--- src/rtl/qpf_div.sv ---
module qpf_div #(
  parameter int NUM_W = 32,
  parameter int DEN_W = 22,
  parameter int Q_W   = 24
) (
  input  logic             clk,
  input  logic             rst_n,
  input  logic             en,
  input  logic             in_v,
  input  logic [NUM_W-1:0] num,
  input  logic [DEN_W-1:0] den,
  output logic             out_v,
  output logic [Q_W-1:0]   quo,
  output logic             ovf
);

  localparam int REM_W = (NUM_W > DEN_W + Q_W) ? NUM_W : DEN_W + Q_W;

  logic [REM_W-1:0] rem_r [Q_W+1];
  logic [DEN_W-1:0] den_r [Q_W+1];
  logic [Q_W-1:0]   quo_r [Q_W+1];
  logic             ovf_r [Q_W+1];
  logic [Q_W:0]     v_r;
  logic             ovf_nxt;

  // A quotient that does not fit in Q_W bits is flagged up front; the
  // restoring steps below then only need Q_W subtractions.
  assign ovf_nxt = REM_W'(num) >= (REM_W'(den) << Q_W);

  always_ff @(posedge clk) begin
    if (!rst_n) begin
      v_r <= '0;
    end else if (en) begin
      v_r <= {v_r[Q_W-1:0], in_v};
    end
  end

  always_ff @(posedge clk) begin
    if (en) begin
      rem_r[0] <= REM_W'(num);
      den_r[0] <= den;
      quo_r[0] <= '0;
      ovf_r[0] <= ovf_nxt;
    end
  end

  for (genvar j = 1; j <= Q_W; j++) begin : g_step
    localparam int K = Q_W - j;
    logic [REM_W-1:0] sub;
    logic [REM_W-1:0] rem_nxt;
    logic             ge;

    assign sub     = REM_W'(den_r[j-1]) << K;
    assign ge      = rem_r[j-1] >= sub;
    assign rem_nxt = ge ? (rem_r[j-1] - sub) : rem_r[j-1];

    always_ff @(posedge clk) begin
      if (en) begin
        rem_r[j] <= rem_nxt;
        den_r[j] <= den_r[j-1];
        quo_r[j] <= quo_r[j-1] | (Q_W'(ge) << K);
        ovf_r[j] <= ovf_r[j-1];
      end
    end
  end

  assign out_v = v_r[Q_W];
  assign quo   = quo_r[Q_W];
  assign ovf   = ovf_r[Q_W];

endmodule
--- config.mk ---
export PLATFORM = sky130hd
export DESIGN_NAME = qpf_div
export DESIGN_NICKNAME = d
export VERILOG_FILES = /design/src/rtl/qpf_div.sv
export SDC_FILE = /design/constraint.sdc
export NUM_CORES = 2
export LEC_CHECK = 0
export BUFFER_PORTS_ARGS = -buffer_cell sky130_fd_sc_hd__clkbuf_2
export CAP_MARGIN = 25
export CORE_ASPECT_RATIO = 2
export CORE_MARGIN = 1.5
export CORE_UTILIZATION = 60
export CTS_BUF_LIST = sky130_fd_sc_hd__clkbuf_4 sky130_fd_sc_hd__clkbuf_8
export DETAILED_ROUTE_END_ITERATION = 8
export PLACE_DENSITY = 0.8
export SKIP_LAST_GASP = 1
export SLEW_MARGIN = 30
export SYNTH_ARGS = -nofsm -noshare
export SYNTH_HDL_FRONTEND = slang
export SYNTH_SLANG_ARGS = --single-unit
--- constraint.sdc ---
create_clock -name clk -period 4.45 [get_ports clk]
set_clock_uncertainty 0.05 [all_clocks]
set_input_delay 0.2225 -clock clk [delete_from_list [all_inputs] [get_ports clk]]
set_output_delay 0.2225 -clock clk [all_outputs]
set_load 0.01 [all_outputs]
# --- Word-level counts from Yosys, hierarchy flattened ---
# Memory sizes are Yosys's and may differ from the RTL's.
# Index checks and enable logic that the tools add are counted.
totals:
  register_bits: 25
  ramBits: 2325
  inputBits: 58
  out_inout_bits: 26
  elab_cells: 104
  mem_count: 4
op_classes:
  addsub: 24
  magnitude_cmp: 25
  muxes: 26
  bitwise: 24
memory_table:
  columns: ["memory", "words", "word_bits", "rd", "rd_ports_with_merged_regs", "write_ports", "line_no", "source"]
  rows:
  - ["rem_r", 25, 46, 24, 0, 25, "19", "logic [REM_W-1:0] rem_r [Q_W+1];"]
  - ["quo_r", 25, 24, 25, 0, 25, "21", "logic [Q_W-1:0] quo_r [Q_W+1];"]
  - ["den_r", 25, 22, 24, 0, 25, "20", "logic [DEN_W-1:0] den_r [Q_W+1];"]
  - ["ovf_r", 25, 1, 25, 0, 25, "22", "logic ovf_r [Q_W+1];"]
op_table:
  columns: ["op", "count"]
  rows:
  - ["2-to-1 mux 46 bit", 24]
  - ["greater-or-equal comparator 32 x 46 -> 1 bit", 1]
  - ["greater-or-equal comparator 46 x 22 -> 1 bit", 1]
  - ["greater-or-equal comparator 46 x 23 -> 1 bit", 1]
  - ["greater-or-equal comparator 46 x 24 -> 1 bit", 1]
  - ["greater-or-equal comparator 46 x 25 -> 1 bit", 1]
  - ["greater-or-equal comparator 46 x 26 -> 1 bit", 1]
  - ["greater-or-equal comparator 46 x 27 -> 1 bit", 1]
  - ["greater-or-equal comparator 46 x 28 -> 1 bit", 1]
  - ["greater-or-equal comparator 46 x 29 -> 1 bit", 1]
  - ["greater-or-equal comparator 46 x 30 -> 1 bit", 1]
  - ["greater-or-equal comparator 46 x 31 -> 1 bit", 1]
  - ["greater-or-equal comparator 46 x 32 -> 1 bit", 1]
  - ["greater-or-equal comparator 46 x 33 -> 1 bit", 1]
  - ["greater-or-equal comparator 46 x 34 -> 1 bit", 1]
  - ["greater-or-equal comparator 46 x 35 -> 1 bit", 1]
  - ["greater-or-equal comparator 46 x 36 -> 1 bit", 1]
  - ["greater-or-equal comparator 46 x 37 -> 1 bit", 1]
  - ["greater-or-equal comparator 46 x 38 -> 1 bit", 1]
  - ["greater-or-equal comparator 46 x 39 -> 1 bit", 1]
  - ["greater-or-equal comparator 46 x 40 -> 1 bit", 1]
  - ["greater-or-equal comparator 46 x 41 -> 1 bit", 1]
  - ["greater-or-equal comparator 46 x 42 -> 1 bit", 1]
  - ["greater-or-equal comparator 46 x 43 -> 1 bit", 1]
  - ["other kinds (51)", 52]

# --- Depth between registers and ports, before layout ---
# An unclocked memory read counts as a cell.
logic_depth:
  ltp_word: 3
  ltp_mapped: 16
  ltp_nobuf: 15

# --- Worst setup path after synthesis ---
# No wires, ideal clock.
synth_path:
  kind: "flip-flop to flip-flop"
  start: "memory rem_r[0][428] (netlist name)"
  end: "memory rem_r[0][505] (netlist name) (data pin)"
  setup_ns: 0.271
  arrival_time_ns: 3.490
  required_ns: 4.129
  setup_slack_ns: 0.639
  path_stages_with_launch: 17
  path_buffers: 2
  synth_period_minus_slack_ns: 3.811
  path_cell_list: "edfxtp_1 > inv_1 > ha_1 > inv_1 > fa_1 > a21oi_1 > o21ai_0 > a2111oi_0 > o31ai_1 > a211oi_1 > o2111a_1 > clkbuf_1 > inv_1 > clkbuf_1 > o2111ai_1 > nor4_1 > xor2_1"
synth_rtl:
  columns: ["item", "line_no"]
  rows:
  - ["from (decl)", "19"]

==> results.cfg <==
[worst_setup_path]
r2r-end = rem_r[0][593]$_DFFE_PP_
worstPathArrival_ns = 4.92
cp.required_ns = 5.05
crit_type = reg2reg
r2r-start = den_r[1][78]$_DFFE_PP_
rrSetupSlack_ns = 0.14
cp-end-kind = register
reg2reg_depth = 12
critPathLaunchType = register
cp_max_fo = 5

[placed_design]
dp_cells = 10300
place_congestion = 1.05
detailed_place_hpwl_mm = 200
numPortBuffers = 83
pre_cts_ws_ns = 0.0239

[synth]
seq_area_frac_synth_pct = 60.3
synthTopCellsByCount = edfxtp_1 (1943), inv_1 (664), nand2_1 (565)
synth-edff-count = 1943
synth_cell_types = 85
yosysMostFrequentCell = edfxtp_1
async_flop_share_pct = 0
avgSynthCellArea_um2 = 12.2
ys_ff_latch = 1968
synth_flop_cell = edfxtp_1
netlist_top_cells_area = edfxtp_1 (60%), ha_1 (6.7%), xor2_1 (3.0%)
syn_area_um2 = 97700
syn_nets = 8614
yosysTopAreaCell = edfxtp_1
synth_top_area_share_pct = 59.7
syn_inst = 8010
ys_warn_count = 0

[clock_tree]
cts_tree = yes
path_clk_slew_ns = 0.07
cts-htree-levels = 5
cts_num_sinks = 1968
numCtsBuffers = 285
max-clock-path-buffers = 4
cts_root_buf = clkbuf_8
clock_latency_ns = 0.93

[run]
maxCapViolCount = 0

[power]
swShare_pct = 35.9
power_density_nw_per_um2 = 594
power_frac_comb_pct = 35.3
ir_drop_uv = 454
p_leak_nw = 41.9
p_int_mw = 41.5
seq_power_share_pct = 42.5
p_clk_share_pct = 22.3
switchingPower_mw = 23.3

[sta]
fin_crit_ns = 4.31
setup_viol = 0
finalSetupTns_ns = 0
finalMaxSlewViolations = 0
worst_pin_slew_ns = 1.06
fin_crit_sh_pct = 96.9
hold_violations = 0
slew_headroom_pct = 28.7
rsz0062_at_grt = no
fmax_mhz = 232
setup_ws_ns = 0.138

[floorplanning]
die_area_um2 = 165000
row_count = 209
io-pin-count = 84
core-area_um2 = 162000
start_util_pct = 60.3
die_h_um = 574
die_w_um = 288

[grt]
gr-total-overflow = 0
track_usage_pct = 33.2
grt_pass1_vias = 72600
grt_max_degree = 191
grt_pass1_wl_mm = 405
antenna_found_initial = 15

[final_layout]
fillers = 11200
syn_to_final_growth_pct = 11.7
multi_input_area_um2 = 35700
layout-drive-gt1-share_pct = 10.8
regArea_um2 = 58800
final_net_count = 9185
final_core_util_pct = 67.4
fin_cells = 10900

[worst_hold_path]
min_to = rem_r[0][11]$_DFFE_PP_
hold_class = in2reg
min_path_cells = 2
min_from = num[11]

[drt]
route.detailed.drc = 0
wl_per_cell_um = 25.1
drt_iter0_drc = 4176
via_per_inst = 6.19
ant_nets = 0
routed_wl_mm = 274
vias = 67600
dr.pass1.iters = 8

[outcome]
status = finished, final reports clean
critical path, cell delays in order, from the launching register on:
cell and delay, ns:
edfxtp_1 0.66, inv_1 0.09, ha_1 0.37, nand2_1 0.14, or4_1 0.76, nor4_1 0.35, or4_1 0.19, a21oi_2 0.05
or4_1 0.52, a211o_1 0.35, nor3_1 0.22, xor2_1 0.13, buf_4 0.15
kinds of logic (layout without fill, tap and decap cells):
family	after synthesis	in the layout	share of synthesized area, %
AOI/OAI and AO/OA	1751	1751	11.1
xor gates and xnor gates	656	656	5.88
adders and majority gates	546	546	7.17
buffers and inverters	852	1630	3.38
DFF	1968	1968	60.3
muxes	120	120	1.34
other	0	12	0
and+or+nand+nor	2117	2117	10.8
routing by layer:
metal	share of wire (%)	global-route usage [%]	wire, µm
met5	0.042	0.357	116
met4	16	42.5	42600
met3	5.2	7.85	14300
met2	55	63.5	150000
met1	24	21.2	66800
power by group through the flow:
stage	Combinational (mW)	Sequential, mW	Clock, mW
final	22.8	27.5	14.4
after detailed placement	22.0	27.7	0
after floorplan	15.1	26.6	0
after CTS	22.2	27.3	14.5
after global routing	24.6	27.7	15.3
after global placement	21.2	27.5	0
sequential cells by signal (all words and copies together), names as in the netlist:
signal  count
ovf_r      25
v_r        25
den_r     528
quo_r     300
rem_r    1090
worst max path at each step:
stage	from	cells after the start	slack (ns)	end
6_report	den_r[1][78]$_DFFE_PP_	12	0.14	rem_r[0][593]$_DFFE_PP_
5_1_grt	rem_r[0][542]$_DFFE_PP_	10	0.02	rem_r[0][595]$_DFFE_PP_
4_1_cts	rem_r[1][53]$_DFFE_PP_	11	0.21	rem_r[1][123]$_DFFE_PP_
3_5_place_dp	rem_r[1][53]$_DFFE_PP_	11	0.02	rem_r[1][123]$_DFFE_PP_
3_3_place_gp	rem_r[1][206]$_DFFE_PP_	12	-0.35	rem_r[1][270]$_DFFE_PP_
2_1_floorplan	rem_r[0][428]$_DFFE_PP_	16	0.64	rem_r[0][505]$_DFFE_PP_
placed cells by master (no fill, tap or decap), types with 132 or more instances in the layout:
| cell | instances |
|---|---|
| buf_4 | 250 |
| inv_1 | 664 |
| o21ai_0 | 475 |
| ha_1 | 523 |
| edfxtp_1 | 1943 |
| nor2_1 | 492 |
| xor2_1 | 331 |
| a21o_1 | 208 |
| a21oi_1 | 532 |
| clkbuf_8 | 291 |
| xnor2_1 | 325 |
| nor3_1 | 173 |
| nor4_1 | 132 |
| nand2_1 | 565 |
metrics by stage:
step	power (mW)	hold slack, ns	cell area (µm²)
2_1_floorplan	41.6	0.271	97700
3_3_place_gp	48.7	0.350	102000
3_5_place_dp	49.7	0.355	102000
4_1_cts	64.0	0.00386	109000
5_1_grt	67.7	0.0275	109000
6_report	64.8	0.0447	109000
what timing repair did:
item,CTS,global route
setup buffers,0,1
endpoints found under the hold margin,292,0
setup endpoints to repair,1,12
hold buffers,109,0
resized for setup,1,4
cell type report:
type	count	area share, %
sequential	1968	53.9
multi-input combinational	5190	32.7
clock buffer	351	4.08
timing repair buffer	470	3.63
tap	2110	2.42
inverter	666	2.29
clock inverter	143	0.918
antenna	12	0.0275
No activity file was read; power rests on OpenSTA's default activity.
