--- src/rtl/qpf_pkg.sv ---
package qpf_pkg;

  // Widths are sized for full-scale 12-bit samples.
  localparam int SMP_W   = 12;
  localparam int NSMP    = 4;
  localparam int DOT_W   = 30;
  localparam int A_W     = 23;
  localparam int B_W     = 26;
  localparam int C_W     = 26;
  localparam int BM_W    = 25;
  localparam int AC_W    = A_W + C_W;
  localparam int BB_W    = 2 * B_W;
  localparam int NV_W    = 55;
  localparam int UV_W    = 54;
  localparam int DV_W    = 37;
  localparam int UT_W    = 32;
  localparam int DT_W    = 22;
  localparam int Q_W     = 24;
  localparam int PV_W    = 24;
  localparam int PT_W    = 16;
  localparam int CV_W    = 24;
  localparam int FIT_DET = 7568;
  localparam int TIME_SH = 7;
  localparam int VAL_SH  = 4;

  typedef logic [SMP_W-1:0]        smp_t;
  typedef logic signed [DOT_W-1:0] dot_t;
  typedef dot_t                    wvec_t [NSMP];

  localparam wvec_t W_A = '{30'sd212, -30'sd668, -30'sd148, 30'sd604};
  localparam wvec_t W_B = '{-30'sd2556, 30'sd4484, 30'sd1356, -30'sd3284};
  localparam wvec_t W_C = '{30'sd7564, 30'sd84, -30'sd140, 30'sd60};

  typedef logic signed [A_W-1:0] a_t;
  typedef logic signed [B_W-1:0] b_t;
  typedef logic signed [C_W-1:0] c_t;

  typedef struct packed {
    a_t a;
    b_t b;
    c_t c;
  } coef_t;

  typedef struct packed {
    logic flat;
    logic neg_v;
    logic neg_t;
    a_t   a;
  } side_t;

endpackage

--- src/rtl/qpf_coef.sv ---
module qpf_coef #(
  parameter int ADC_BITS = 12
) (
  input  logic            clk,
  input  logic            rst_n,
  input  logic            en,
  input  logic            in_v,
  input  qpf_pkg::smp_t   smp [qpf_pkg::NSMP],
  output logic            v_r,
  output qpf_pkg::coef_t  coef_r
);

  localparam int SAMPLE_W = (ADC_BITS < qpf_pkg::SMP_W) ? ADC_BITS : qpf_pkg::SMP_W;
  localparam qpf_pkg::smp_t SMP_MASK = qpf_pkg::smp_t'((64'd1 << SAMPLE_W) - 64'd1);

  qpf_pkg::dot_t  s_ext [qpf_pkg::NSMP];
  qpf_pkg::dot_t  acc_a, acc_b, acc_c;
  qpf_pkg::coef_t coef_nxt;

  always_comb begin
    for (int i = 0; i < qpf_pkg::NSMP; i++) begin
      s_ext[i] = qpf_pkg::dot_t'({1'b0, smp[i] & SMP_MASK});
    end
  end

  // Constant weights turn into shift-add trees.
  always_comb begin
    acc_a = '0;
    acc_b = '0;
    acc_c = '0;
    for (int i = 0; i < qpf_pkg::NSMP; i++) begin
      acc_a = acc_a + s_ext[i] * qpf_pkg::W_A[i];
      acc_b = acc_b + s_ext[i] * qpf_pkg::W_B[i];
      acc_c = acc_c + s_ext[i] * qpf_pkg::W_C[i];
    end
    coef_nxt.a = acc_a[qpf_pkg::A_W-1:0];
    coef_nxt.b = acc_b[qpf_pkg::B_W-1:0];
    coef_nxt.c = acc_c[qpf_pkg::C_W-1:0];
  end

  always_ff @(posedge clk) begin
    if (!rst_n) begin
      v_r <= 1'b0;
    end else if (en) begin
      v_r <= in_v;
    end
  end

  always_ff @(posedge clk) begin
    if (en) begin
      coef_r <= coef_nxt;
    end
  end

endmodule

--- config.mk ---
export PLATFORM = sky130hd
export DESIGN_NAME = qpf_coef
export DESIGN_NICKNAME = d
export VERILOG_FILES = /design/src/rtl/qpf_pkg.sv /design/src/rtl/qpf_coef.sv
export SDC_FILE = /design/constraint.sdc
export NUM_CORES = 2
export LEC_CHECK = 0
export ABC_CLOCK_PERIOD_IN_PS = 12300
export BUFFER_PORTS_ARGS = -buffer_cell sky130_fd_sc_hd__buf_2
export CORE_ASPECT_RATIO = 2
export CORE_MARGIN = 2
export CORE_UTILIZATION = 45
export CTS_BUF_LIST = sky130_fd_sc_hd__clkbuf_8
export CTS_CLUSTER_SIZE = 20
export DETAILED_ROUTE_END_ITERATION = 16
export PLACE_DENSITY = 0.61
export SLEW_MARGIN = 20
export SYNTH_ARGS = -nofsm -noshare
export SYNTH_HDL_FRONTEND = slang
export SYNTH_SLANG_ARGS = --single-unit
--- constraint.sdc ---
create_clock -name clk -period 12.3 [get_ports clk]
set_clock_uncertainty 0.1 [all_clocks]
set_input_delay 2.46 -clock clk [delete_from_list [all_inputs] [get_ports clk]]
set_output_delay 2.46 -clock clk [all_outputs]
set_load 0.01 [all_outputs]
---- Yosys cells after proc, flatten, opt, wreduce, memory -nomap -nowiden ----
Cells that the tools add are included.
word-level totals
  register bits after elaboration ......... 76
  output and inout bits ................... 76
  memories ................................ 0
  bits in read-only memories .............. 0
  input port bits ......................... 52
  RAM bits ................................ 0
  bits in latches ......................... 0
cells by class
  $mul .................................... 12
  shift-type cells ........................ 0
  muxes and demuxes ....................... 0
  eq/ne operators ......................... 0
  bitwise operators ....................... 0
  $lt $le $gt $ge ......................... 0
  add/sub/neg operators ................... 9
  reductions and logical operators ........ 0
  divide/modulo/power cells ............... 0
operators with widths
  kind                                                 count
  adder 26 bit                                         2
  multiplier 13 x 11 -> 24 bit, second input constant  2
  multiplier 12 x 11 -> 23 bit, second input constant  2
  multiplier 13 x 7 -> 20 bit, second input constant   2
  adder 25 x 19 -> 26 bit                              1
  adder 26 x 19 -> 26 bit                              1
  adder 26 x 22 -> 26 bit                              1
  adder 26 x 24 -> 26 bit                              1
  adder 21 x 23 -> 23 bit                              1
  adder 23 x 22 -> 23 bit                              1
  adder 23 bit                                         1
  multiplier 12 x 9 -> 21 bit, second input constant   1
  multiplier 13 x 9 -> 21 bit, second input constant   1
  multiplier 12 x 8 -> 20 bit, second input constant   1
  multiplier 12 x 6 -> 18 bit, second input constant   1
  multiplier 12 x 5 -> 17 bit, second input constant   1
  multiplier 12 x 4 -> 16 bit, second input constant   1

---- Logic depth before layout (Yosys ltp) ----
  depth after elaboration ................. 4
  gate-level depth with buffers ........... 29
  gate-level depth less buffers ........... 29

---- Worst setup path after synthesis ----
No wires, ideal clock.
  kind .................................... input to register
  start ................................... input port smp[4] (netlist bit)
  end ..................................... register coef_r[51] (netlist bit), data pin
  arrival time ............................ 9228 ps
  slack ................................... 2714 ps
  stages .................................. 28
  cell sequence ........................... ha_1 > fa_1 > inv_1 > fa_1 > inv_1 > fa_1 > inv_1 > fa_1 > inv_1 > ha_1 > o21a_1 > nor2_1 > a2111oi_0 > o21a_1 > nor3_1 > or2_2 > fa_1 > fa_1 > inv_1 > ha_1 > a21o_1 > a21o_1 > a21oi_1 > o21ai_1 > o311a_1 > a2111oi_4 > xnor3_1 > xnor2_1
on the way
  longest elaborated chain between the ends .. 2
RTL lines
  item                          RTL line        source
  start: declaration            qpf_coef.sv:8   input qpf_pkg::smp_t smp [qpf_pkg::NSMP],
  multiplier 13 x 11 -> 24 bit  qpf_coef.sv:33  acc_b = acc_b + s_ext[i] * qpf_pkg::W_B[i];
  adder 26 bit                  qpf_coef.sv:33
  named net acc_b[25]           qpf_coef.sv:17  qpf_pkg::dot_t acc_a, acc_b, acc_c;
  end signal: assignment        qpf_coef.sv:51  coef_r <= coef_nxt;
  end: declaration              qpf_coef.sv:10  output qpf_pkg::coef_t coef_r
The timed path passes the listed nets, and every way through them passes these cells.
A chain may end at the register's enable or synchronous reset.

---- Worst setup path in the final report ----
  start ................................... input port smp[5] (netlist bit)
  end ..................................... register coef_r[51] (netlist bit), data pin
The elaborated chain is that of the path after synthesis.

==> impl_results.md <==
* Detail Placement HPWL at 71.6 mm
* Worst path top cell family by delay: adder cells
* Mapped Area at 28400 um^2
* Pre-antenna DRT Iters at 5
* Final Slew Violations at 0
* Number of warnings issued by yosys at 0
* Drt wl/cell at 19.9 um
* Post-synthesis cell type count at 67
* Filler Cell Count at 6014
* Max-Cap Viols at 0
* Wire length of the first global-routing pass at about 120 mm
* WP data required at 12.41 ns
* Tcrit/Tclk final at 81.6%
* Residual DRC at 0
* Inst Count DP at between 3000 and 4000
* Post-synthesis mux area share at less than 1%
* Area Growth Syn to Fin at 6.31%
* Cts hold-fix bufs at 0
* Worst Min Path Start: v_r
* Worst setup path endpoint: coef_r[51]
* Synth Area in Adders at 58.5%
* Number of vias per cell at 5.19
* Num rows at 130
* DRT iter0 DRCs at 726
* Synth Instances at 2998
* Synth Area in XOR/XNOR at 6.61%
* Critical Path Stages at 28
* Setup TNS at 0 ns
* H-tree depth at 3
* Sequential cell area at 2060 um^2
* Num CTS Buffers at 9
* Clock root cell: clkbuf_8
* Multi-input logic area at between 20000 and 25000 um^2
* Post-CTS Repair Setup Buffers at 0
* # setup viols final at 0
* EDFF count, synth at 68
* CTS tree: built
* Flops & latches, synth at 69
* Core area at 62600 um^2
* Peak Freq at between 90 and 100 MHz
* CP startpoint kind: primary input
* Critical Path Most Common Cell: fa_1
* Status: completed
* Die height at 359 um
* Cells on worst reg2reg path at 2
* Reg2reg start: v_r
* Antenna violations before repair at 2
* RSZ-0062 raised after global routing: no
* Minimum clock period at 10.04 ns
* Ranking of synthesized cells by area: ha_1 (31%), fa_1 (28%), inv_1 (10%)
* Hold Path Class: flip-flop to flip-flop
* Reg2Reg Setup Slack at ~12 ns
* Nets@finish at 4273
* Ys async rst share at 0%
* Slowest stage delay, CP at roughly 0.55 ns
* Most frequent cells in the layout: inv_1 (766), ha_1 (702), fa_1 (390), xnor2_1 (143), a21oi_1 (137)
* Worst Max-Slew Pin Slew at 1.09 ns
* Critical Path AT at 10.15 ns
* CP Class: primary input to flip-flop
* I/O Buffers at 121
* Critical path origin: smp[5]
* Clock latency on the worst-skew pair at about 0.46 ns
* GPL Wtd Cong at 0.944
* Initial Util at 45.3%
* Rel. slew slack at between 20 and 30%
* Post-synth top area cell: ha_1
* Top cell type's share of synthesized area at 31.0%
* Total track usage at 24.8%
* Largest family of logic cells by synthesized area: adder cells
* Slowest-stage cell, CP: fa_1
* Ratio of cells with drive above 1 in the final layout at 5.26%
* Buf+Inv Stages, Crit Path at 6
* Drt total wl at 78.0 mm
* Maximum number of pins on one net before global-route repair at 50
* Grt ovf at 0
* Vias in the first global route at 21800
* Post-cts sizing count at 0
* Commonest non-fill, non-tap cell in the layout: inv_1
* Fin. Hold Viols at 0
* R2r endpoint: v_r
* Maximum fanout along the worst path at 13
* IO Pins at 128
* Post-Layout Cell Count at between 3000 and 4000
* Reg clk slew, reported paths at 0.10 ns
* Critical path endpoint category: flip-flop
* Most used DFF post-synth: edfxtp_1
* Syn Area/Cell at 9.46 um^2
* Count of clock tree sinks at 69
* Vias at 20400
* Bufs on Longest Clock Path at 2
* Die Width at 182 um
* Compound-Gate Fraction of Synth Area at 10.1%
* Sequential fraction of the synthesis area at under 10%
* Die area at about 65000 um^2
* Final ANT Viol Nets at 0
* Post-Synth Simple-Gate Area at 7.05%
## layout make-up
type,instances,share of cell area (%)
clock buffer,9,0.411
sequential,69,6.84
antenna,2,0.0166
clock inverter,7,0.241
multi-input combinational,2159,77.6
inverter,766,9.54
tap,792,3.29
timing repair buffer,124,2.09
## cell usage after synthesis (8+ instances only)
cell type and instances:
and3_1 20, o41ai_1 9, nand3_1 31, a211oi_1 13, edfxtp_1 68, o21bai_1 19, a21oi_1 137, or3_1 18
a31o_2 8, inv_1 766, a21boi_0 18, nor2_1 123, xnor2_1 143, a31oi_1 9, o21a_1 19, a21o_1 49
nand2b_1 30, nor2b_1 26, o21ai_0 81, o211ai_1 8, xor2_1 66, and2_1 10, or2_2 12, ha_1 702
nand2_1 75, fa_1 390, nor3_1 44
## metal layers
| metal | part of all wire, % | GRT usage, % |
|---|---|---|
| met3 | 2.3 | 1.91 |
| met5 | 0.017 | 0 |
| met2 | 53 | 47.1 |
| met1 | 35 | 24.4 |
| met4 | 9.2 | 19.4 |
## registers in the layout (all words and copies together) (netlist names)
signal	cells
coef_r	68
v_r	1
## logic make-up after synthesis
kind of cell | Yosys count
adder cells (fa/ha/maj) | 1092
multiplexers | 3
AND/OR/NAND/NOR | 410
AO/OA/AOI/OAI | 437
other | 1
flip-flops | 69
buffers and inverters | 775
XOR/XNOR | 211
## through the flow
stage,hold WS [ns],util (%),area (um^2),setup slack (ns)
6_report,0.423,48.1,30100,2.26
5_1_grt,0.486,48.1,30100,1.73
4_1_cts,0.429,48.1,30100,2.24
3_5_place_dp,0.404,47.8,29900,1.74
3_3_place_gp,0.396,47.8,29900,1.83
2_1_floorplan,0.438,-,28400,2.71
## worst min-delay path by stage
stage | to | depth (start not counted)
detailed placement | v_r | 2
global route | v_r | 2
floorplan | v_r | 2
global placement | v_r | 2
CTS | v_r | 2
finish | v_r | 2
## tightest hold or removal path, delay by kind of cell, from the launching register on
family | cells | cell delay, ns
and+or+nand+nor | 1 | 0.09
DFF | 1 | 0.34
muxes | 1 | 0.06
Power is not shown: default switching activity piles up to over one toggle a cycle in this logic, so the estimate is an artifact.
