===== config.mk =====
export PLATFORM = sky130hd
export DESIGN_NAME = qpf_prod
export DESIGN_NICKNAME = d
export VERILOG_FILES = /design/src/rtl/qpf_pkg.sv /design/src/rtl/qpf_prod.sv
export SDC_FILE = /design/constraint.sdc
export NUM_CORES = 2
export LEC_CHECK = 0
export ABC_AREA = 1
export BUFFER_PORTS_ARGS = -buffer_cell sky130_fd_sc_hd__buf_2
export CAP_MARGIN = 30
export CORE_MARGIN = 1.5
export CORE_UTILIZATION = 24
export DETAILED_ROUTE_END_ITERATION = 7
export PLACE_DENSITY_LB_ADDON = 0.2
export SETUP_SLACK_MARGIN = 0.2
export SYNTH_ARGS = -nofsm -noshare
export SYNTH_HDL_FRONTEND = slang
export SYNTH_SLANG_ARGS = --single-unit
export TNS_END_PERCENT = 20

===== constraint.sdc =====
create_clock -name clk -period 12.4 [get_ports clk]
set_clock_uncertainty 0.15 [all_clocks]
set_input_delay 0.62 -clock clk [delete_from_list [all_inputs] [get_ports clk]]
set_output_delay 0.62 -clock clk [all_outputs]
set_load 0.01 [all_outputs]

===== src/rtl/qpf_pkg.sv =====
package qpf_pkg;

  // Widths are sized for full-scale 12-bit samples.
  localparam int SMP_W   = 12;
  localparam int NSMP    = 4;
  localparam int DOT_W   = 30;
  localparam int A_W     = 23;
  localparam int B_W     = 26;
  localparam int C_W     = 26;
  localparam int BM_W    = 25;
  localparam int AC_W    = A_W + C_W;
  localparam int BB_W    = 2 * B_W;
  localparam int NV_W    = 55;
  localparam int UV_W    = 54;
  localparam int DV_W    = 37;
  localparam int UT_W    = 32;
  localparam int DT_W    = 22;
  localparam int Q_W     = 24;
  localparam int PV_W    = 24;
  localparam int PT_W    = 16;
  localparam int CV_W    = 24;
  localparam int FIT_DET = 7568;
  localparam int TIME_SH = 7;
  localparam int VAL_SH  = 4;

  typedef logic [SMP_W-1:0]        smp_t;
  typedef logic signed [DOT_W-1:0] dot_t;
  typedef dot_t                    wvec_t [NSMP];

  localparam wvec_t W_A = '{30'sd212, -30'sd668, -30'sd148, 30'sd604};
  localparam wvec_t W_B = '{-30'sd2556, 30'sd4484, 30'sd1356, -30'sd3284};
  localparam wvec_t W_C = '{30'sd7564, 30'sd84, -30'sd140, 30'sd60};

  typedef logic signed [A_W-1:0] a_t;
  typedef logic signed [B_W-1:0] b_t;
  typedef logic signed [C_W-1:0] c_t;

  typedef struct packed {
    a_t a;
    b_t b;
    c_t c;
  } coef_t;

  typedef struct packed {
    logic flat;
    logic neg_v;
    logic neg_t;
    a_t   a;
  } side_t;

endpackage


===== src/rtl/qpf_prod.sv =====
module qpf_prod (
  input  logic                         clk,
  input  logic                         rst_n,
  input  logic                         en,
  input  logic                         in_v,
  input  qpf_pkg::coef_t               coef,
  output logic                         v4_r,
  output logic [qpf_pkg::UV_W-1:0]     uv_r,
  output logic [qpf_pkg::DV_W-1:0]     dv4_r,
  output logic [qpf_pkg::UT_W-1:0]     ut4_r,
  output logic [qpf_pkg::DT_W-1:0]     dt4_r,
  output qpf_pkg::side_t               side4_r
);

  localparam logic [qpf_pkg::DV_W-1:0] DEN4 = qpf_pkg::DV_W'(4 * qpf_pkg::FIT_DET);

  // Stage 2: products and magnitudes.
  logic signed [qpf_pkg::AC_W-1:0] ac_r, ac_nxt;
  logic signed [qpf_pkg::BB_W-1:0] bb_r, bb_nxt;
  logic [qpf_pkg::A_W-1:0]         a_abs;
  logic [qpf_pkg::B_W-1:0]         b_abs;
  logic [qpf_pkg::DT_W-1:0]        a_mag_r, a_mag_nxt;
  logic [qpf_pkg::BM_W-1:0]        b_mag_r, b_mag_nxt;
  logic                            a_neg_r, a_neg_nxt;
  logic                            neg_t_r, neg_t_nxt;
  logic                            flat_r, flat_nxt;
  qpf_pkg::a_t                     a2_r;
  logic                            v2_r;

  // Stage 3: scaled numerators and denominators.
  logic signed [qpf_pkg::NV_W-1:0] nv_r, nv_nxt;
  logic [qpf_pkg::DV_W-1:0]        dv_r, dv_nxt;
  logic [qpf_pkg::UT_W-1:0]        ut_r, ut_nxt;
  logic [qpf_pkg::DT_W-1:0]        dt_r;
  logic                            a_neg3_r, neg_t3_r, flat3_r;
  qpf_pkg::a_t                     a3_r;
  logic                            v3_r;

  // Stage 4: rounding bias folded into the value magnitude.
  logic [qpf_pkg::NV_W-1:0]        uv_full;
  logic [qpf_pkg::UV_W-1:0]        uv_nxt;
  logic [qpf_pkg::NV_W-1:0]        bias_v;
  logic                            nv_neg;
  qpf_pkg::side_t                  side4_nxt;

  always_comb begin
    a_neg_nxt = coef.a[qpf_pkg::A_W-1];
    a_abs     = a_neg_nxt ? (~coef.a + 1'b1) : coef.a;
    b_abs     = coef.b[qpf_pkg::B_W-1] ? (~coef.b + 1'b1) : coef.b;
    a_mag_nxt = a_abs[qpf_pkg::DT_W-1:0];
    b_mag_nxt = b_abs[qpf_pkg::BM_W-1:0];
    ac_nxt    = coef.a * coef.c;
    bb_nxt    = coef.b * coef.b;
    flat_nxt  = (coef.a == '0);
    // The time numerator is -128*B, negative when B is positive.
    neg_t_nxt = (!coef.b[qpf_pkg::B_W-1] && (coef.b != '0)) ^ a_neg_nxt;
  end

  always_comb begin
    nv_nxt = (qpf_pkg::NV_W'(ac_r) <<< (qpf_pkg::VAL_SH + 2))
           - (qpf_pkg::NV_W'(bb_r) <<< qpf_pkg::VAL_SH);
    dv_nxt = qpf_pkg::DV_W'(a_mag_r) * DEN4;
    ut_nxt = (qpf_pkg::UT_W'(b_mag_r) << qpf_pkg::TIME_SH)
           + qpf_pkg::UT_W'(a_mag_r >> 1);
  end

  always_comb begin
    nv_neg  = nv_r[qpf_pkg::NV_W-1];
    bias_v  = qpf_pkg::NV_W'(dv_r >> 1);
    uv_full = nv_neg ? (bias_v - nv_r) : (nv_r + bias_v);
    uv_nxt  = uv_full[qpf_pkg::UV_W-1:0];
    side4_nxt.flat  = flat3_r;
    side4_nxt.neg_v = nv_neg ^ a_neg3_r;
    side4_nxt.neg_t = neg_t3_r;
    side4_nxt.a     = a3_r;
  end

  always_ff @(posedge clk) begin
    if (!rst_n) begin
      v2_r <= 1'b0;
      v3_r <= 1'b0;
      v4_r <= 1'b0;
    end else if (en) begin
      v2_r <= in_v;
      v3_r <= v2_r;
      v4_r <= v3_r;
    end
  end

  always_ff @(posedge clk) begin
    if (en) begin
      ac_r     <= ac_nxt;
      bb_r     <= bb_nxt;
      a_mag_r  <= a_mag_nxt;
      b_mag_r  <= b_mag_nxt;
      a_neg_r  <= a_neg_nxt;
      neg_t_r  <= neg_t_nxt;
      flat_r   <= flat_nxt;
      a2_r     <= coef.a;

      nv_r     <= nv_nxt;
      dv_r     <= dv_nxt;
      ut_r     <= ut_nxt;
      dt_r     <= a_mag_r;
      a_neg3_r <= a_neg_r;
      neg_t3_r <= neg_t_r;
      flat3_r  <= flat_r;
      a3_r     <= a2_r;

      uv_r     <= uv_nxt;
      dv4_r    <= dv_r;
      ut4_r    <= ut_r;
      dt4_r    <= dt_r;
      side4_r  <= side4_nxt;
    end
  end

endmodule


# Word-level counts from Yosys, hierarchy flattened
# Cells that the tools add are included.
dict set report totals {
  reg_bits 507
  input_bits 79
  output_inout_bits 172
}
dict set report classes {
  addsub 6
  multipliers 3
  n_mux 3
  n_bitwise 4
  n_reduce_logical 4
}
# operator count
set op_table {}
lappend op_table {{subtractor 55 bit} 1}
lappend op_table {{adder 54 x 36 -> 54 bit} 1}
lappend op_table {{two-way mux 54 bit} 1}
lappend op_table {{subtractor 36 x 54 -> 54 bit} 1}
lappend op_table {{multiplier 26 x 26 -> 51 bit} 1}
lappend op_table {{multiplier 23 x 26 -> 49 bit} 1}
lappend op_table {{adder 32 x 21 -> 32 bit} 1}
lappend op_table {{multiplier 22 x 9 -> 31 bit, second input constant} 1}
lappend op_table {{nonzero test 26 bit} 1}
lappend op_table {{adder 25 x 1 -> 25 bit, second input constant} 1}
lappend op_table {{two-way mux 25 bit} 1}
lappend op_table {{NOT 25 bit} 1}
lappend op_table {{logical NOT 23 bit} 1}
lappend op_table {{adder 22 x 1 -> 22 bit, second input constant} 1}
lappend op_table {{two-way mux 22 bit} 1}
lappend op_table {{NOT 22 bit} 1}
lappend op_table {{XOR 1 bit} 2}
lappend op_table {{logical AND 1 bit} 1}
lappend op_table {{logical NOT 1 bit} 1}

# Logic depth before layout (Yosys ltp)
dict set report depth {
  word_depth 3
  ltp_mapped 31
}

# Worst setup path before layout
# No wires, ideal clock.
dict set report synth_path {
  kind {input to register}
  startpoint {input port coef[51] (netlist name)}
  endpoint {register bb_r[46] (netlist name) (data pin)}
  setup_time_ns 0.253
  t_arrival_ns 6.646
  required_time_ns 11.997
  slack_ns 5.351
  stages 24
  cell_sequence {buf_2 > clkbuf_1 > buf_1 > nand2_1 > fa_1 > inv_1 > fa_1 > inv_1 > fa_1 > inv_1 > fa_1 > inv_1 > fa_1 > inv_1 > fa_1 > fa_1 > ha_1 > nand2_1 > nor2_1 > nand2_1 > nor4_1 > nand3_1 > nand4_1 > nand2_1}
}
dict set report synth_between {
  elab_chain_cells 1
}
# item line
set synth_rtl {}
lappend synth_rtl {{from (decl)} qpf_prod.sv:6} ;# input qpf_pkg::coef_t coef,
lappend synth_rtl {{multiplier 26 x 26 -> 51 bit} qpf_prod.sv:53} ;# bb_nxt = coef.b * coef.b;
lappend synth_rtl {{via bb_nxt, one bit} qpf_prod.sv:19} ;# logic signed [qpf_pkg::BB_W-1:0] bb_r, bb_nxt;
lappend synth_rtl {{to (signal assigned)} qpf_prod.sv:93} ;# bb_r <= bb_nxt;
lappend synth_rtl {{to (decl)} qpf_prod.sv:19}
# The timed path passes the listed nets, and every way through them passes these cells.
# A chain may end at the register's enable or synchronous reset.

# Final worst setup path
dict set report layout_path {
  startpoint {input port coef[37] (netlist name)}
  endpoint {register bb_r[45] (netlist name) (data pin)}
}
# The elaborated chain is that of the path after synthesis.

==> run_results.csv <==
group,metric,value,unit
logic_synthesis,ys_seq_area_share,18.1,%
floorplanning,fp.dieH,573,um
global_route,grt_pass1_vias,64467,
clock_tree,cts_tree,"built",
critical_path,r2r_start,"a_mag_r[13]",
logic_synthesis,syn_area_per_cell,8.18,um2
critical_path,cp.depth,20,
clock_tree,cts_hold_buf,0,
critical_path,rr_endpoint,"dv_r[32]",
critical_path,cp-endpoint,"bb_r[45]",
timing,timing_hold_violations_final,0,
clock_tree,cts_sinks,471,
critical_path,rrSetupSlack,7.19,ns
floorplanning,placementRows,209,
critical_path,max_stage_delay,0.78,ns
floorplanning,initial_core_util,24.1,%
layout,multiInputGateArea,52500,um2
logic_synthesis,ys_ff_latch,471,
critical_path,critPathSlowestCell,"fa_1",
critical_path,cpMostUsedCell,"fa_1",
critical_path,endpoint_kind,"flop",
place,routabilityCongestion,0.914,
place,hpwl,223,mm
critical_path,crit_start,"coef[37]",
clock_tree,clk_latency,0.69,ns
timing,worst_slew_pin_slew,1.07,ns
clock_tree,cts_root_buf,"clkbuf_16",
layout,register_area,14100,um2
global_route,grt_usage,15.8,%
logic_synthesis,synth_edf_count,468,
drt,finalWirelength,260,mm
drt,dr.pass1.iters,6,
critical_path,critPathTopFamily,"adder cells",
critical_path,cp.required,12.63,ns
clock_tree,ctsResizeCount,0,
drt,remaining_drc_errors,0,
drt,drtIter0Drc,3507,
floorplanning,die-area,328000,um2
critical_path,arrival,7.82,ns
floorplanning,coreArea,324000,um2
timing,timing.final.crit_period,7.59,ns
logic_synthesis,async_flop_share,0,%
layout,final_util,26.5,%
critical_path,path_cells,"buf_2 -> nand2_1 -> fa_1 -> inv_1 -> fa_1 -> inv_1 -> fa_1 -> fa_1 -> inv_1 -> fa_1 -> fa_1 -> fa_1 -> ha_1 -> nand2_1 -> nor2_1 -> inv_1 -> nor3_1 -> nand3_1 -> nand4_1 -> nand2_1",
layout,final.fill_count,35418,
floorplanning,die_w,573,um
flow_run,max_cap_viol_count,0,
place,io_buffers,240,
logic_synthesis,synth_cell_types,56,
logic_synthesis,syn_inst,9536,
global_route,grt_start_max_net_pins,98,
drt,vias,59447,
layout,drive_gt1_share,4.67,%
global_route,gr-total-overflow,0,
logic_synthesis,yosys_most_used_dff,"edfxtp_1",
drt,final_antenna_net_count,0,
timing,maxSlewHeadroom,28.9,%
status,status,"completed",
timing,rsz0062_at_grt,"no",
worst_hold_path,hold_path_class,"in -> reg",
timing,tns,0,ns
timing,max_freq,0.132,GHz
clock_tree,htreeDepth,2,
clock_tree,cts_buffers,55,
floorplanning,io_pins,251,
critical_path,crit_path_max_fanout,28,
critical_path,crit_type,"in -> reg",
logic_synthesis,netlist_area,78000,um2
clock_tree,post_cts.repair.setup_buffers,0,
timing,period_share,61.2,%
drt,routedWlPerCell,18.5,um
layout,syn2layout_area_growth,9.97,%
critical_path,reg2regPathDepth,14,
clock_tree,clk_pin_slew,0.06,ns
layout,nets,11555,
logic_synthesis,yosys_warnings,0,
timing,setup_violations,0,
drt,via_per_inst,4.25,
global_route,antenna_found_initial,22,
clock_tree,cts.path.max_buffers,3,
global_route,grt_pass1_wl,398,mm
critical_path,critPathLaunchType,"input pin",
critical_path,crit_buf_inv,5,
timing,maxSlewViolCount,0,
## cell usage in the layout, fill, tap and decap left out, types with 68 or more instances in the layout
master	netlist	final
o21ai_0	184	184
nand3_1	236	236
nor2_1	582	582
nor3_1	72	72
xnor2_1	68	68
fa_1	1356	1356
xor2_1	180	180
buf_2	27	239
ha_1	499	499
inv_1	2719	2719
a21oi_1	293	293
nand2_1	2292	2292
edfxtp_1	468	468
nand4_1	76	76
## worst min-delay path by stage
stage          startpoint   endpoint  slack, ns  depth (start not counted)
6_report             in_v       v2_r       0.07                          3
2_1_floorplan    a2_r[10]   a3_r[10]       0.25                          0
4_1_cts              in_v       v2_r      0.002                          3
3_3_place_gp     a2_r[20]   a3_r[20]       0.25                          0
3_5_place_dp     dt_r[21]  dt4_r[21]       0.25                          0
5_1_grt              in_v       v2_r       0.05                          3
## synthesized netlist by cell type, drive strengths merged (7+ instances only)
library cell     n  share of area [%]
a21boi          11               0.12
a21o            25               0.24
a21oi          294                1.9
a31oi           14               0.11
buf            122               0.78
clkbuf         138               0.67
edfxtp         468                 18
fa            1356                 35
ha             499                8.0
inv           2730                 13
nand2         2297                 11
nand3          238                1.5
nand3b          15               0.15
nand4           78               0.64
nor2           608                3.0
nor3            79               0.55
nor4            11              0.088
o211ai           7              0.074
o21a            10              0.096
o21ai          207                1.3
o21bai          48               0.47
or2             10              0.080
xnor2           68               0.76
xor2           180                2.0
## metal layers
metal / routed length, um / global-route usage (%) / part of all wire, %
met4: 5830 / 3.49 / 2.2
met3: 9240 / 1.38 / 3.6
met5: 77 / 0 / 0.030
met1: 121000 / 21.6 / 47
met2: 124000 / 27.0 / 48
## registers in the layout, indices dropped and copies added, names as in the netlist, 15 cells and up
register / cells
bb_r: 50
nv_r: 50
uv_r: 50
ac_r: 49
ut4_r: 32
ut_r: 32
dv4_r: 28
dv_r: 28
side4_r: 25
b_mag_r: 24
a_mag_r: 22
a2_r: 21
a3_r: 21
dt4_r: 15
dt_r: 15
## cell families (layout without fill, tap and decap cells)
kind of cell / after synthesis / count (layout) / synth area share [%]
adder cells (fa/ha/maj): 1855 / 1855 / 42.8
AND/OR/NAND/NOR: 3344 / 3344 / 17.2
buffers and inverters: 2992 / 3114 / 14.6
flip-flops: 471 / 471 / 18.1
other: 1 / 16 / 0.00481
XOR/XNOR: 248 / 248 / 2.79
AO/OA/AOI/OAI: 625 / 625 / 4.45
## area by class of cell
cell class                      instances  area share (%)
Multi-Input combinational cell       6082            61.2
Sequential cell                       471            16.5
Inverter                             2732            12.0
Tap cell                             4325            6.31
Timing Repair Buffer                  279            1.85
Clock buffer                           63            1.65
Clock inverter                         40           0.521
Antenna cell                            6          0.0175
## through the flow
step / hold WS [ns] / setup slack [ns] / instances / cell area (um2)
finish: 0.0718 / 4.81 / 13998 / 85700
global route: 0.0525 / 4.48 / 13993 / 85700
CTS: 0.00224 / 4.91 / 13991 / 85700
detailed placement: 0.255 / 4.22 / 13888 / 83800
global placement: 0.252 / 4.26 / 13885 / 83700
floorplan: 0.250 / 5.35 / 9545 / 78000
## worst reg2reg max path, stage by stage, from the launching register on
cell      delay [ns]
edfxtp_1        0.99
fa_1            0.56
inv_1           0.10
fa_1            0.44
fa_1            0.50
inv_1           0.05
fa_1            0.43
ha_1            0.40
nand2_1         0.12
nor2_1          0.15
inv_1           0.09
nor3_1          0.24
nand3_1         0.12
o211ai_1        0.39
xor2_1          0.17
Power is not shown: default switching activity piles up to over one toggle a cycle in this logic, so the estimate is an artifact.
